## config.mk

```make
export PLATFORM = sky130hd
export DESIGN_NAME = rai_outbuf
export DESIGN_NICKNAME = d
export VERILOG_FILES = /design/src/design/rai_pkg.sv /design/src/design/rai_outbuf.sv
export SDC_FILE = /design/constraint.sdc
export NUM_CORES = 1
export LEC_CHECK = 0
export ABC_AREA = 1
export BUFFER_PORTS_ARGS = -buffer_cell sky130_fd_sc_hd__buf_2
export CORE_AREA = 2 2 71 73
export CTS_CLUSTER_SIZE = 10
export DETAILED_ROUTE_END_ITERATION = 10
export DIE_AREA = 0 0 73 75
export GPL_ROUTABILITY_DRIVEN = 0
export PLACE_DENSITY = 0.91
export RECOVER_POWER = 100
export SETUP_SLACK_MARGIN = 0.3
export SYNTH_ARGS = -nofsm -noshare
export SYNTH_HDL_FRONTEND = slang
export SYNTH_SLANG_ARGS = --single-unit
```

## constraint.sdc

```tcl
create_clock -name clk -period 8.1 [get_ports clk]
set_input_delay 1.62 -clock clk [delete_from_list [all_inputs] [get_ports clk]]
set_output_delay 1.62 -clock clk [all_outputs]
set_load 0.05 [all_outputs]
```

## src/design/rai_pkg.sv

```systemverilog
// Shared types and constants for the ray/annulus intersection pipeline.
// Used by every module of the block; depends on nothing else.
package rai_pkg;

    // Number of radix-2 quotient steps in the divider: one per quotient bit.
    localparam int DIV_STAGES = 63;

    // Largest distance that the result field can show.
    localparam logic [30:0] DIST_MAX = 31'h7FFF_FFFF;

    // Configuration register indexes.
    typedef enum logic [2:0] {
        REG_CENTER_X  = 3'd0,
        REG_CENTER_Y  = 3'd1,
        REG_CENTER_Z  = 3'd2,
        REG_NORMAL_X  = 3'd3,
        REG_NORMAL_Y  = 3'd4,
        REG_NORMAL_Z  = 3'd5,
        REG_OUTER_SQ  = 3'd6,
        REG_INNER_SQ  = 3'd7
    } reg_idx_t;

    // Ring description held in configuration.
    typedef struct packed {
        logic [2:0][31:0] center;
        logic [2:0][15:0] normal;
        logic [62:0]      outer_sq;
        logic [62:0]      inner_sq;
    } cfg_t;

    // Side data that travels with each ray through the divider.
    typedef struct packed {
        logic [2:0][32:0] oc;        // origin minus center, signed Q17.16
        logic [2:0][15:0] dir;       // direction, signed Q2.14
        logic             den_zero;  // ray parallel to the plane
        logic             den_neg;   // ray enters from the front side
        logic             sign_diff; // quotient is negative or zero
    } div_tag_t;

    // One result item.
    typedef struct packed {
        logic        entering;
        logic [30:0] distance;
        logic        hit;
    } res_t;

endpackage

```

## src/design/rai_outbuf.sv

```systemverilog
// Output register with a skid stage, so the pipeline keeps moving while a
// result waits. Depends on rai_pkg.
module rai_outbuf
    import rai_pkg::*;
(
    input  logic clk,
    input  logic rst_n,
    input  logic in_valid,
    input  res_t in_data,
    output logic en,
    output logic out_valid,
    input  logic out_ready,
    output res_t out_data
);

    logic out_valid_reg;
    logic skid_valid_reg;
    res_t out_reg;
    res_t skid_reg;
    logic out_free;

    assign en       = !skid_valid_reg;
    assign out_free = !out_valid_reg || out_ready;

    // Control: the skid fills only when the output holds a waiting result.
    always_ff @(posedge clk or negedge rst_n)
    begin
        if (!rst_n)
        begin
            out_valid_reg  <= 1'b0;
            skid_valid_reg <= 1'b0;
        end
        else if (en)
        begin
            if (out_free)
            begin
                out_valid_reg <= in_valid;
            end
            else if (in_valid)
            begin
                skid_valid_reg <= 1'b1;
            end
        end
        else if (out_ready)
        begin
            skid_valid_reg <= 1'b0;
        end
    end

    // Data moves alongside the control above.
    always_ff @(posedge clk)
    begin
        if (en)
        begin
            if (out_free)
            begin
                out_reg <= in_data;
            end
            else
            begin
                skid_reg <= in_data;
            end
        end
        else if (out_ready)
        begin
            out_reg <= skid_reg;
        end
    end

    assign out_valid = out_valid_reg;
    assign out_data  = out_reg;

endmodule

```

# After elaboration in Yosys (flattened, before gate mapping)
# Index checks and enable logic that the tools add are counted.
[word_totals]
register_bits = 68
output_inout_bits = 35
word_cells = 25
[op_classes]
n_eq_ne = 1
n_mux = 7
n_bitwise = 2
reduce_logical = 7
[op_table]
columns = ["cell", "count"]
rows = [
  ["two-way mux 33 bit", 3],
  ["AND reduction 2 bit", 3],
  ["two-way mux 1 bit", 4],
  ["logical NOT 1 bit", 2],
  ["inequality test 2 bit, second input constant", 1],
  ["inverter 1 bit", 2],
  ["nonzero test 2 bit", 1],
  ["logical OR 1 bit", 1],
]

# Depth between registers and ports, before layout
# Gate-level depths: netlist (run 1).
[depth]
ltp_word = 4
depth_mapped = 5
depth_no_buf = 4

# Least setup slack after synthesis (run 1)
# No wires, ideal clock.
[synth_path]
path_kind = "input to register"
start = "input port out_ready"
end = "register skid_reg[0] in the netlist's numbering (enable)"
setup_ps = 423
arrival_ps = 3162
t_required_ps = 7677
path_slack_ps = 4515
path_stages = 3
path_cell_list = "inv_1 -> nand2_1 -> nor2_1"
[synth_between]
elab_chain_cells = 3
[synth_lines]
columns = ["element", "line_no", "text"]
rows = [
  ["start, declared", "rai_outbuf.sv:12", "input logic out_ready,"],
  ["logical OR 1 bit", "rai_outbuf.sv:23", "assign out_free = !out_valid_reg || out_ready;"],
  ["inverter 1 bit (no source line)", "n/a", ""],
  ["AND reduction 2 bit (no source line)", "n/a", ""],
  ["end signal, assigned", "rai_outbuf.sv:61", "skid_reg <= in_data;"],
  ["end, declared", "rai_outbuf.sv:19", "res_t skid_reg;"],
]
# No other way between the ends.
# A chain may end at the register's enable or synchronous reset.

# Worst setup path after layout (run 1)
[layout_path]
start = "register skid_valid_reg"
end = "register out_reg, in the netlist out_data[7] (enable)"
[layout_between]
elab_chain_cells = 2
word_cells_on_any_way = 3
cone_classes = "eq/ne: 1; reduce/logical: 2"
[layout_lines]
columns = ["element", "line_no", "text"]
rows = [
  ["start, declared", "rai_outbuf.sv:17", "logic skid_valid_reg;"],
  ["start signal, assigned", "rai_outbuf.sv:31", "skid_valid_reg <= 1'b0;"],
  ["start signal, assigned", "rai_outbuf.sv:41", "skid_valid_reg <= 1'b1;"],
  ["start signal, assigned", "rai_outbuf.sv:46", "skid_valid_reg <= 1'b0;"],
  ["inequality test 2 bit (no source line) / nonzero test 2 bit (equally long branches)", "n/a", ""],
  ["AND reduction 2 bit (no source line) *", "n/a", ""],
  ["end signal, assigned", "rai_outbuf.sv:57", "out_reg <= in_data;"],
  ["end signal, assigned", "rai_outbuf.sv:66", "out_reg <= skid_reg;"],
  ["end, declared", "rai_outbuf.sv:18", "res_t out_reg;"],
]
# Every way passes the cells marked *; elsewhere a longest branch is shown, timed or not.

==> impl_metrics.toml, run 1 <==
[yosys]
synth_area_leaders = "edfxtp_1, nand2_1, dfrtp_1"
synth_nets = 223
synth_area_mm2 = 0.00253
ys_seq_elements = 68
ys_seq_area_share_pct = 80.2
postSynthCellCount = 186
syn_area_per_cell_um2 = 13.6
synth_top_cells_by_count = "nand2_1, edfxtp_1, buf_4, buf_6, dfrtp_1"
synth.distinct_cells = 11
synth_top_area_share_pct = 78.2
synth_edf_count = 66
synth_top_area_cell = "edfxtp_1"
synth_most_common_cell = "nand2_1"
async_reset_ff_share_pct = 2.94
ys.flop_type = "edfxtp_1"
synth_warnings = 0

[routing]
remaining_drc_errors = 0
via_count = 1565
drtAntennaViolNets = 0
wl_per_cell_um = 13.5
wl_um = 4320
drtIter0Drc = 86
routed_via_density = 4.91
first_pass_iters = 4

[timing]
holdWs_ps = 519
setup_viol = 0
slew_viol_final = 105
slew_headroom_pct = -193
hold_viol = 0
period_needed_ps = 5080
rsz0062_at_grt = "no"
final.setup_skew_ps = 8.17
tightest_slew_ps = 4350
fmax_ghz = 0.197
setup_ws_ps = 3020
post-route-period-util_pct = 62.7
fin_tns_setup_ps = 0

[status]
violations = "max-capacitance violations, max-slew violations"
outcome = "complete, but fails checks"

[floorplan]
ios = 72
core_area_mm2 = 0.00466
design.die.area_mm2 = 0.00548
core.rowCount = 25
dieWidth_um = 73
initial_core_util_pct = 54.4
die_h_um = 75

[place]
dpl_cell_area_mm2 = 0.00291
dp_slack_ps = 4980
place_inst = 305
portBuffers = 71
dpl.hpwl_um = 2760

[clock_network]
cts_tree = "yes"
post_cts_buffers = 0
ctsHoldBuffers = 0
cts.clk_slew.worst_paths_ps = 70
cts_htree_levels = 3
cts_resized = 0
cts_buffers = 9
cts_sinks = 68
cts_root_buf = "clkbuf_8"
cts_buffer_depth = 2
clkLatencyLatePin_ps = 330

[min_path]
worstHoldPathType = "reg2reg"

[pwr]
switchingPower_uw = 282
seqPwrFrac_pct = 53.1
comb_power_share_pct = 21.2
switching_share_pct = 32.8
power.density_mw_per_mm2 = 291
p_total_uw = 860
p_int_uw = 578
clock_power_share_pct = 25.7
ir_drop_v = 0.000185
leakage_nw = 1.18

[layout]
syn_to_final_growth_pct = 16.7
seqCellArea_mm2 = 0.00203
diodes = 0
final_area_mm2 = 0.00296
final_cells = 319
post-route-util_pct = 63.5
drive_gt1_share_pct = 8.68
multi_input_area_um2 = 412
fillerInstances = 380
nNetsFinal = 299

[global_route]
grt_pass1_vias = 1536
grt_usage_pct = 17.7
antenna_found_initial = 0
gr-total-overflow = 0
grt_first_pass_wirelength_um = 6910
grt_max_degree = 37

[critical_path]
crit_path_end_kind = "flop"
crit_path_max_fanout = 36
slowest_delay_ps = 3470
crit_arrival_ps = 4900
crit_buf_inv = 1
crit_required_ps = 7930
critPathLaunchType = "flop"
slowest_stage = "o21ai_0"
crit_type = "reg2reg"
cpLargestDelayFamily = "compound AO/OA/AOI/OAI gates"
worstPathCellList = "clkbuf_1, o21ai_0"

[flow_run]
maxCapViolCount = 3
==> metal layers <==
metal | global-route usage (%) | vias to the layer above | share of wire [%]
li1 | - | 774 | -
met1 | 21.0 | 734 | 42
met2 | 28.7 | 51 | 51
met3 | 6.56 | 6 | 5.8
met4 | 8.64 | 0 | 1.6
met5 | 0 | - | 0
==> layout make-up <==
type / count / share of cell area (%)
Sequential cell: 68 / 68.7
Multi-Input combinational cell: 109 / 13.9
Timing Repair Buffer: 72 / 9.60
Clock buffer: 11 / 4.44
Tap cell: 54 / 2.28
Clock inverter: 3 / 0.550
Inverter: 2 / 0.508
==> path summary, 6_finish.rpt <==
check	end	slack, ps	start	cells past startpoint
setup / recovery	out_data[7]	3020	skid_valid_reg	2
min in group asynchronous	skid_valid_reg	1070	rst_n	1
hold reg to reg	out_data[31]	520	skid_reg[31]	2
setup reg to reg	out_data[7]	3020	skid_valid_reg	2
max in group asynchronous	out_valid	6900	rst_n	1
hold / removal	out_data[31]	520	skid_reg[31]	2
==> cells in the final DEF (no fill, tap or decap), drive strengths merged <==
master / instances
clkbuf: 72
inv: 2
clkinvlp: 1
clkinv: 2
edfxtp: 66
nand3: 1
o21ai: 1
dfrtp: 2
buf: 11
nor2: 1
nand2: 106
==> cells by family (layout without fill, tap and decap cells) <==
kind of cell,Yosys count,after routing,synth area share [%]
and+or+nand+nor,108,108,16.0
buffers and inverters,9,88,3.60
AOI/OAI and AO/OA,1,1,0.197
DFF,68,68,80.2
==> worst register-to-register path, cell delays in order (launching register included) <==
cell and delay, ps:
dfrtp_1 440, clkbuf_1 640, o21ai_0 3470
==> power by group through the flow <==
stage	logic, mW	clock network, mW	registers, mW
after detailed placement	0.195	0	0.461
final	0.183	0.221	0.456
after global placement	0.191	0	0.459
after global routing	0.197	0.237	0.461
after floorplan	0.0542	0	0.559
after CTS	0.195	0.225	0.453
Power figures use the tool's default switching activity.
==> inputs of run 2 (changes only) <==
- CORE_AREA: 2 2 71 73 -> 2 2 78 80
- DIE_AREA: 0 0 73 75 -> 0 0 80 82
- PLACE_DENSITY: 0.91 -> 0.82
- clock period: 8.1 -> 4.6 ns (I/O delays scaled with it)
==> impl_metrics.toml, run 2 (synthesis gave the netlist of run 1 again) <==
[place]
portBuffers = 71
dpl.hpwl_um = 2840

[layout]
final_cell_mix = "nand2_1, clkbuf_1, edfxtp_1"
nNetsFinal = 299
diodes = 0
post-route-util_pct = 52.1
syn_to_final_growth_pct = 18.1
layout_commonest_cell = "nand2_1"
drive_gt1_share_pct = 7.49

[timing]
hold_viol = 0
setup_viol = 0
fin_tns_setup_ps = 0
rsz0062_at_grt = "no"
fmax_ghz = 0.293
period_needed_ps = 3410
final.setup_skew_ps = 5.19
slew_viol_final = 103
tightest_slew_ps = 2690
post-route-period-util_pct = 74.2
holdWs_ps = 369
slew_headroom_pct = -80.3

[critical_path]
cpLargestDelayFamily = "buffers and inverters"
slowest_stage = "clkbuf_1"
worstPathCellList = "clkbuf_1, inv_8, clkbuf_1"
path_common_cell = "clkbuf_1"
crit_path_end_kind = "output port"
crit_type = "reg2out"
slowest_delay_ps = 1140
crit_buf_inv = 3
critPathLaunchType = "flop"
crit_path_max_fanout = 36
crit_arrival_ps = 2490
crit_required_ps = 3680

[global_route]
grt_usage_pct = 13.4
antenna_found_initial = 0
grt_pass1_vias = 1383
grt_first_pass_wirelength_um = 6340
gr-total-overflow = 0
grt_max_degree = 37

[clock_network]
cts_root_buf = "clkbuf_8"
cts_sinks = 68
cts_htree_levels = 3
cts.clk_slew.worst_paths_ps = 60
cts_tree = "yes"
ctsHoldBuffers = 0
cts_resized = 0
clkLatencyLatePin_ps = 320
cts_buffers = 9
post_cts_buffers = 0
cts_buffer_depth = 2

[routing]
routed_via_density = 4.43
remaining_drc_errors = 0
wl_per_cell_um = 12.5
via_count = 1515
drtAntennaViolNets = 0
drtIter0Drc = 74
first_pass_iters = 4
wl_um = 4280

[floorplan]
core.rowCount = 28
ios = 72
initial_core_util_pct = 44.1
design.die.area_mm2 = 0.00656
dieWidth_um = 80
die_h_um = 82
core_area_mm2 = 0.00575

[pwr]
leakage_nw = 1.18
seqPwrFrac_pct = 52.5
power.density_mw_per_mm2 = 510
clock_power_share_pct = 26.5
switching_share_pct = 31.8
comb_power_share_pct = 21.0
ir_drop_v = 0.000224
switchingPower_uw = 485
p_int_mw = 1.04
p_total_mw = 1.53

[status]
violations = "max-capacitance violations, max-slew violations"
outcome = "complete, but fails checks"

[flow_run]
maxCapViolCount = 3

[min_path]
worstHoldPathType = "in2async"
## run 2: worst paths after layout
kind | slack, ps | to | startpoint | cells after the start
max reg2reg | 1720 | out_data[31] | out_valid | 1
min reg2reg | 520 | out_data[1] | skid_reg[1] | 2
max | 1190 | en | skid_valid_reg | 3
min in group clk | 520 | out_data[1] | skid_reg[1] | 2
min | 370 | skid_valid_reg | rst_n | 1
max in group asynchronous | 4100 | out_valid | rst_n | 1
## run 2: power groups by stage
stage	combinational, mW	sequential [mW]	clock (mW)
global route	0.343	0.808	0.440
floorplan	0.0955	0.984	0
CTS	0.342	0.799	0.415
detailed placement	0.341	0.811	0
finish	0.321	0.801	0.404
global placement	0.336	0.810	0
## run 2: cell type report
type                    instances  area [µm²]
flip-flops and latches         68        2030
fillers                       533        2750
repair buffers                 72         282
well taps                      75        93.8
inverters                       2        15.0
clock buffers                  16         160
multi-input cells             109         412
## run 2: per-stage QoR
stage          setup WS, ps  area, µm²  instances
2_1_floorplan          1100       2530        186
3_3_place_gp           2280       2930        326
6_report               1190       2990        342
5_1_grt                1040       2990        342
4_1_cts                2050       3090        342
3_5_place_dp           2220       2930        326
## run 2: routing by layer
metal / vias up / share of wire, % / wire length, µm / global-route usage, %
met3: 2 / 7.7 / 331 / 4.95
met1: 672 / 43 / 1830 / 16.6
met5: - / 0 / 0 / 0
li1: 780 / - / - / -
met2: 61 / 49 / 2110 / 21.8
met4: 0 / 0.19 / 8 / 4.58
==> inputs of run 3 (changes only) <==
- ABC_AREA: 1 -> 0
- CORE_AREA: 2 2 78 80 -> 2 2 74 76
- DIE_AREA: 0 0 80 82 -> 0 0 76 78
- PLACE_DENSITY: 0.82 -> 0.86
- clock period: 4.6 -> 3.55 ns (I/O delays scaled with it)
==> impl_metrics.toml, run 3 <==
[timing]
fin_tns_setup_ps = 0
setup_viol = 0
period_needed_ps = 2470
post-route-period-util_pct = 69.7
final.setup_skew_ps = 5.08
rsz0062_at_grt = "no"
hold_viol = 0
slew_viol_final = 34
tightest_slew_ps = 1650
fmax_ghz = 0.404
holdWs_ps = 160
slew_headroom_pct = -10.0

[floorplan]
initial_core_util_pct = 50.5
core_area_mm2 = 0.00504
dieWidth_um = 76
design.die.area_mm2 = 0.00593
die_h_um = 78
ios = 72
core.rowCount = 26

[clock_network]
cts_buffers = 9
cts_resized = 0
post_cts_buffers = 0
clkLatencyLatePin_ps = 330
cts_tree = "yes"
ctsHoldBuffers = 0
cts_root_buf = "clkbuf_8"
cts_buffer_depth = 2
cts_sinks = 68
cts_htree_levels = 3
cts.clk_slew.worst_paths_ps = 60

[layout]
syn_to_final_growth_pct = 18.0
final_cells = 267
final_cell_mix = "edfxtp_1, clkbuf_1, mux2_2"
layout_commonest_cell = "edfxtp_1"
drive_gt1_share_pct = 24.9
diodes = 0
fillerInstances = 396
post-route-util_pct = 59.6
nNetsFinal = 229

[yosys]
synth_nets = 149
synth_fa_ha_area_share_pct = 0
synth_xor_area_share_pct = 0
synth_most_common_cell = "edfxtp_1"
synth-compound-area-share_pct = 0.836
synth.distinct_cells = 13
synth_top_cells_by_count = "edfxtp_1, mux2_2, mux2_4"
ys_seq_elements = 68
synthSimpleGateAreaFrac_pct = 0.688
synth_area_mm2 = 0.00254
synthMuxAreaShare_pct = 17.0
async_reset_ff_share_pct = 2.94
ys_seq_area_share_pct = 79.8
synth_warnings = 0
synth_top_family_by_area = "multiplexers"
syn_area_per_cell_um2 = 22.7
synth_edf_count = 66
synth_top_area_cell = "edfxtp_1"
postSynthCellCount = 112
synth_area_leaders = "edfxtp_1, mux2_4, mux2_2"
synth_top_area_share_pct = 77.9
ys.flop_type = "edfxtp_1"

[global_route]
grt_first_pass_wirelength_um = 6470
grt_usage_pct = 14.9
grt_max_degree = 35
antenna_found_initial = 0
grt_pass1_vias = 1295
gr-total-overflow = 0

[flow_run]
maxCapViolCount = 1

[place]
dpl.hpwl_um = 2800
place_inst = 251
portBuffers = 71

[status]
violations = "max-capacitance violations, max-slew violations"
outcome = "complete, but fails checks"

[critical_path]
r2r_setup_slack_ps = 1080
reg2reg_to = "out_data[24]"
crit_path_end_kind = "flop"
r2r_cells = 2
crit_path_max_fanout = 34
critPathLaunchType = "flop"
r2r_start = "skid_valid_reg"
crit_arrival_ps = 2400
crit_type = "reg2reg"
crit_required_ps = 3480

[routing]
wl_um = 4190
via_count = 1268
drtIter0Drc = 72
remaining_drc_errors = 0
routed_via_density = 4.75
wl_per_cell_um = 15.7
drtAntennaViolNets = 0
first_pass_iters = 4

[min_path]
worstHoldPathType = "in2async"

[pwr]
leakage_nw = 1.03
seqPwrFrac_pct = 54.6
clock_power_share_pct = 27.5
switchingPower_uw = 537
switching_share_pct = 29.2
p_total_mw = 1.84
comb_power_share_pct = 17.9
ir_drop_v = 0.000348
p_int_mw = 1.30
power.density_mw_per_mm2 = 613
[run 3: cell count changes in the layout (fill, tap and decap cells not counted), sizes merged, moves of 3 or more]
cell | before | now
nand2 | 106 | 0
buf | 10 | 17
mux2 | 0 | 33
clkinv | 0 | 3
clkbuf | 78 | 69
[run 3: kinds of logic (layout without fill, tap and decap cells)]
| logic type | after synthesis | in the layout |
|---|---|---|
| AO/OA/AOI/OAI | 3 | 3 |
| buffers and inverters | 5 | 90 |
| flip-flops | 68 | 68 |
| multiplexers | 33 | 33 |
| AND/OR/NAND/NOR | 3 | 3 |
[run 3: per-layer routing]
layer	wire length, µm	share of wire, %	vias up	track usage (%)
met4	34	0.81	0	6.00
met5	0	0	-	0
met2	1990	48	56	23.4
met3	352	8.4	4	8.14
met1	1810	43	607	17.3
li1	-	-	601	-
[run 3: worst max path at each step]
stage / startpoint / to
floorplan: skid_valid_reg / out_data[0]
global placement: out_ready / skid_reg[14]
detailed placement: out_ready / skid_reg[14]
CTS: skid_valid_reg / out_data[31]
global route: skid_valid_reg / out_data[4]
finish: skid_valid_reg / out_data[24]
[run 3: area by class of cell]
cell class	instances	area, µm²	share of cell area (%)
Sequential cell	68	2030	67.7
Timing Repair Buffer	73	298	9.92
Inverter	1	3.75	0.125
Clock buffer	13	139	4.62
Clock inverter	3	13.8	0.458
Multi-Input combinational cell	39	429	14.3
Tap cell	70	87.6	2.92
[run 3: metrics by stage]
stage	cell area [µm²]	setup slack, ps
2_1_floorplan	2550	882
3_3_place_gp	2990	1410
3_5_place_dp	2990	1360
4_1_cts	3140	1540
5_1_grt	3000	854
6_report	3000	1080
[run 3: power groups by stage]
stage               Combinational (mW)  Clock [mW]  Sequential [mW]
CTS                              0.369       0.520             1.00
finish                           0.329       0.506             1.00
global placement                 0.363           0             1.02
detailed placement               0.368           0             1.02
global route                     0.347       0.548             1.01
floorplan                        0.107           0             1.19
[run 3: worst max-delay path, cell delays in order (launching register included)]
cell      delay, ps
dfrtp_1         440
buf_4           300
o21bai_2       1300
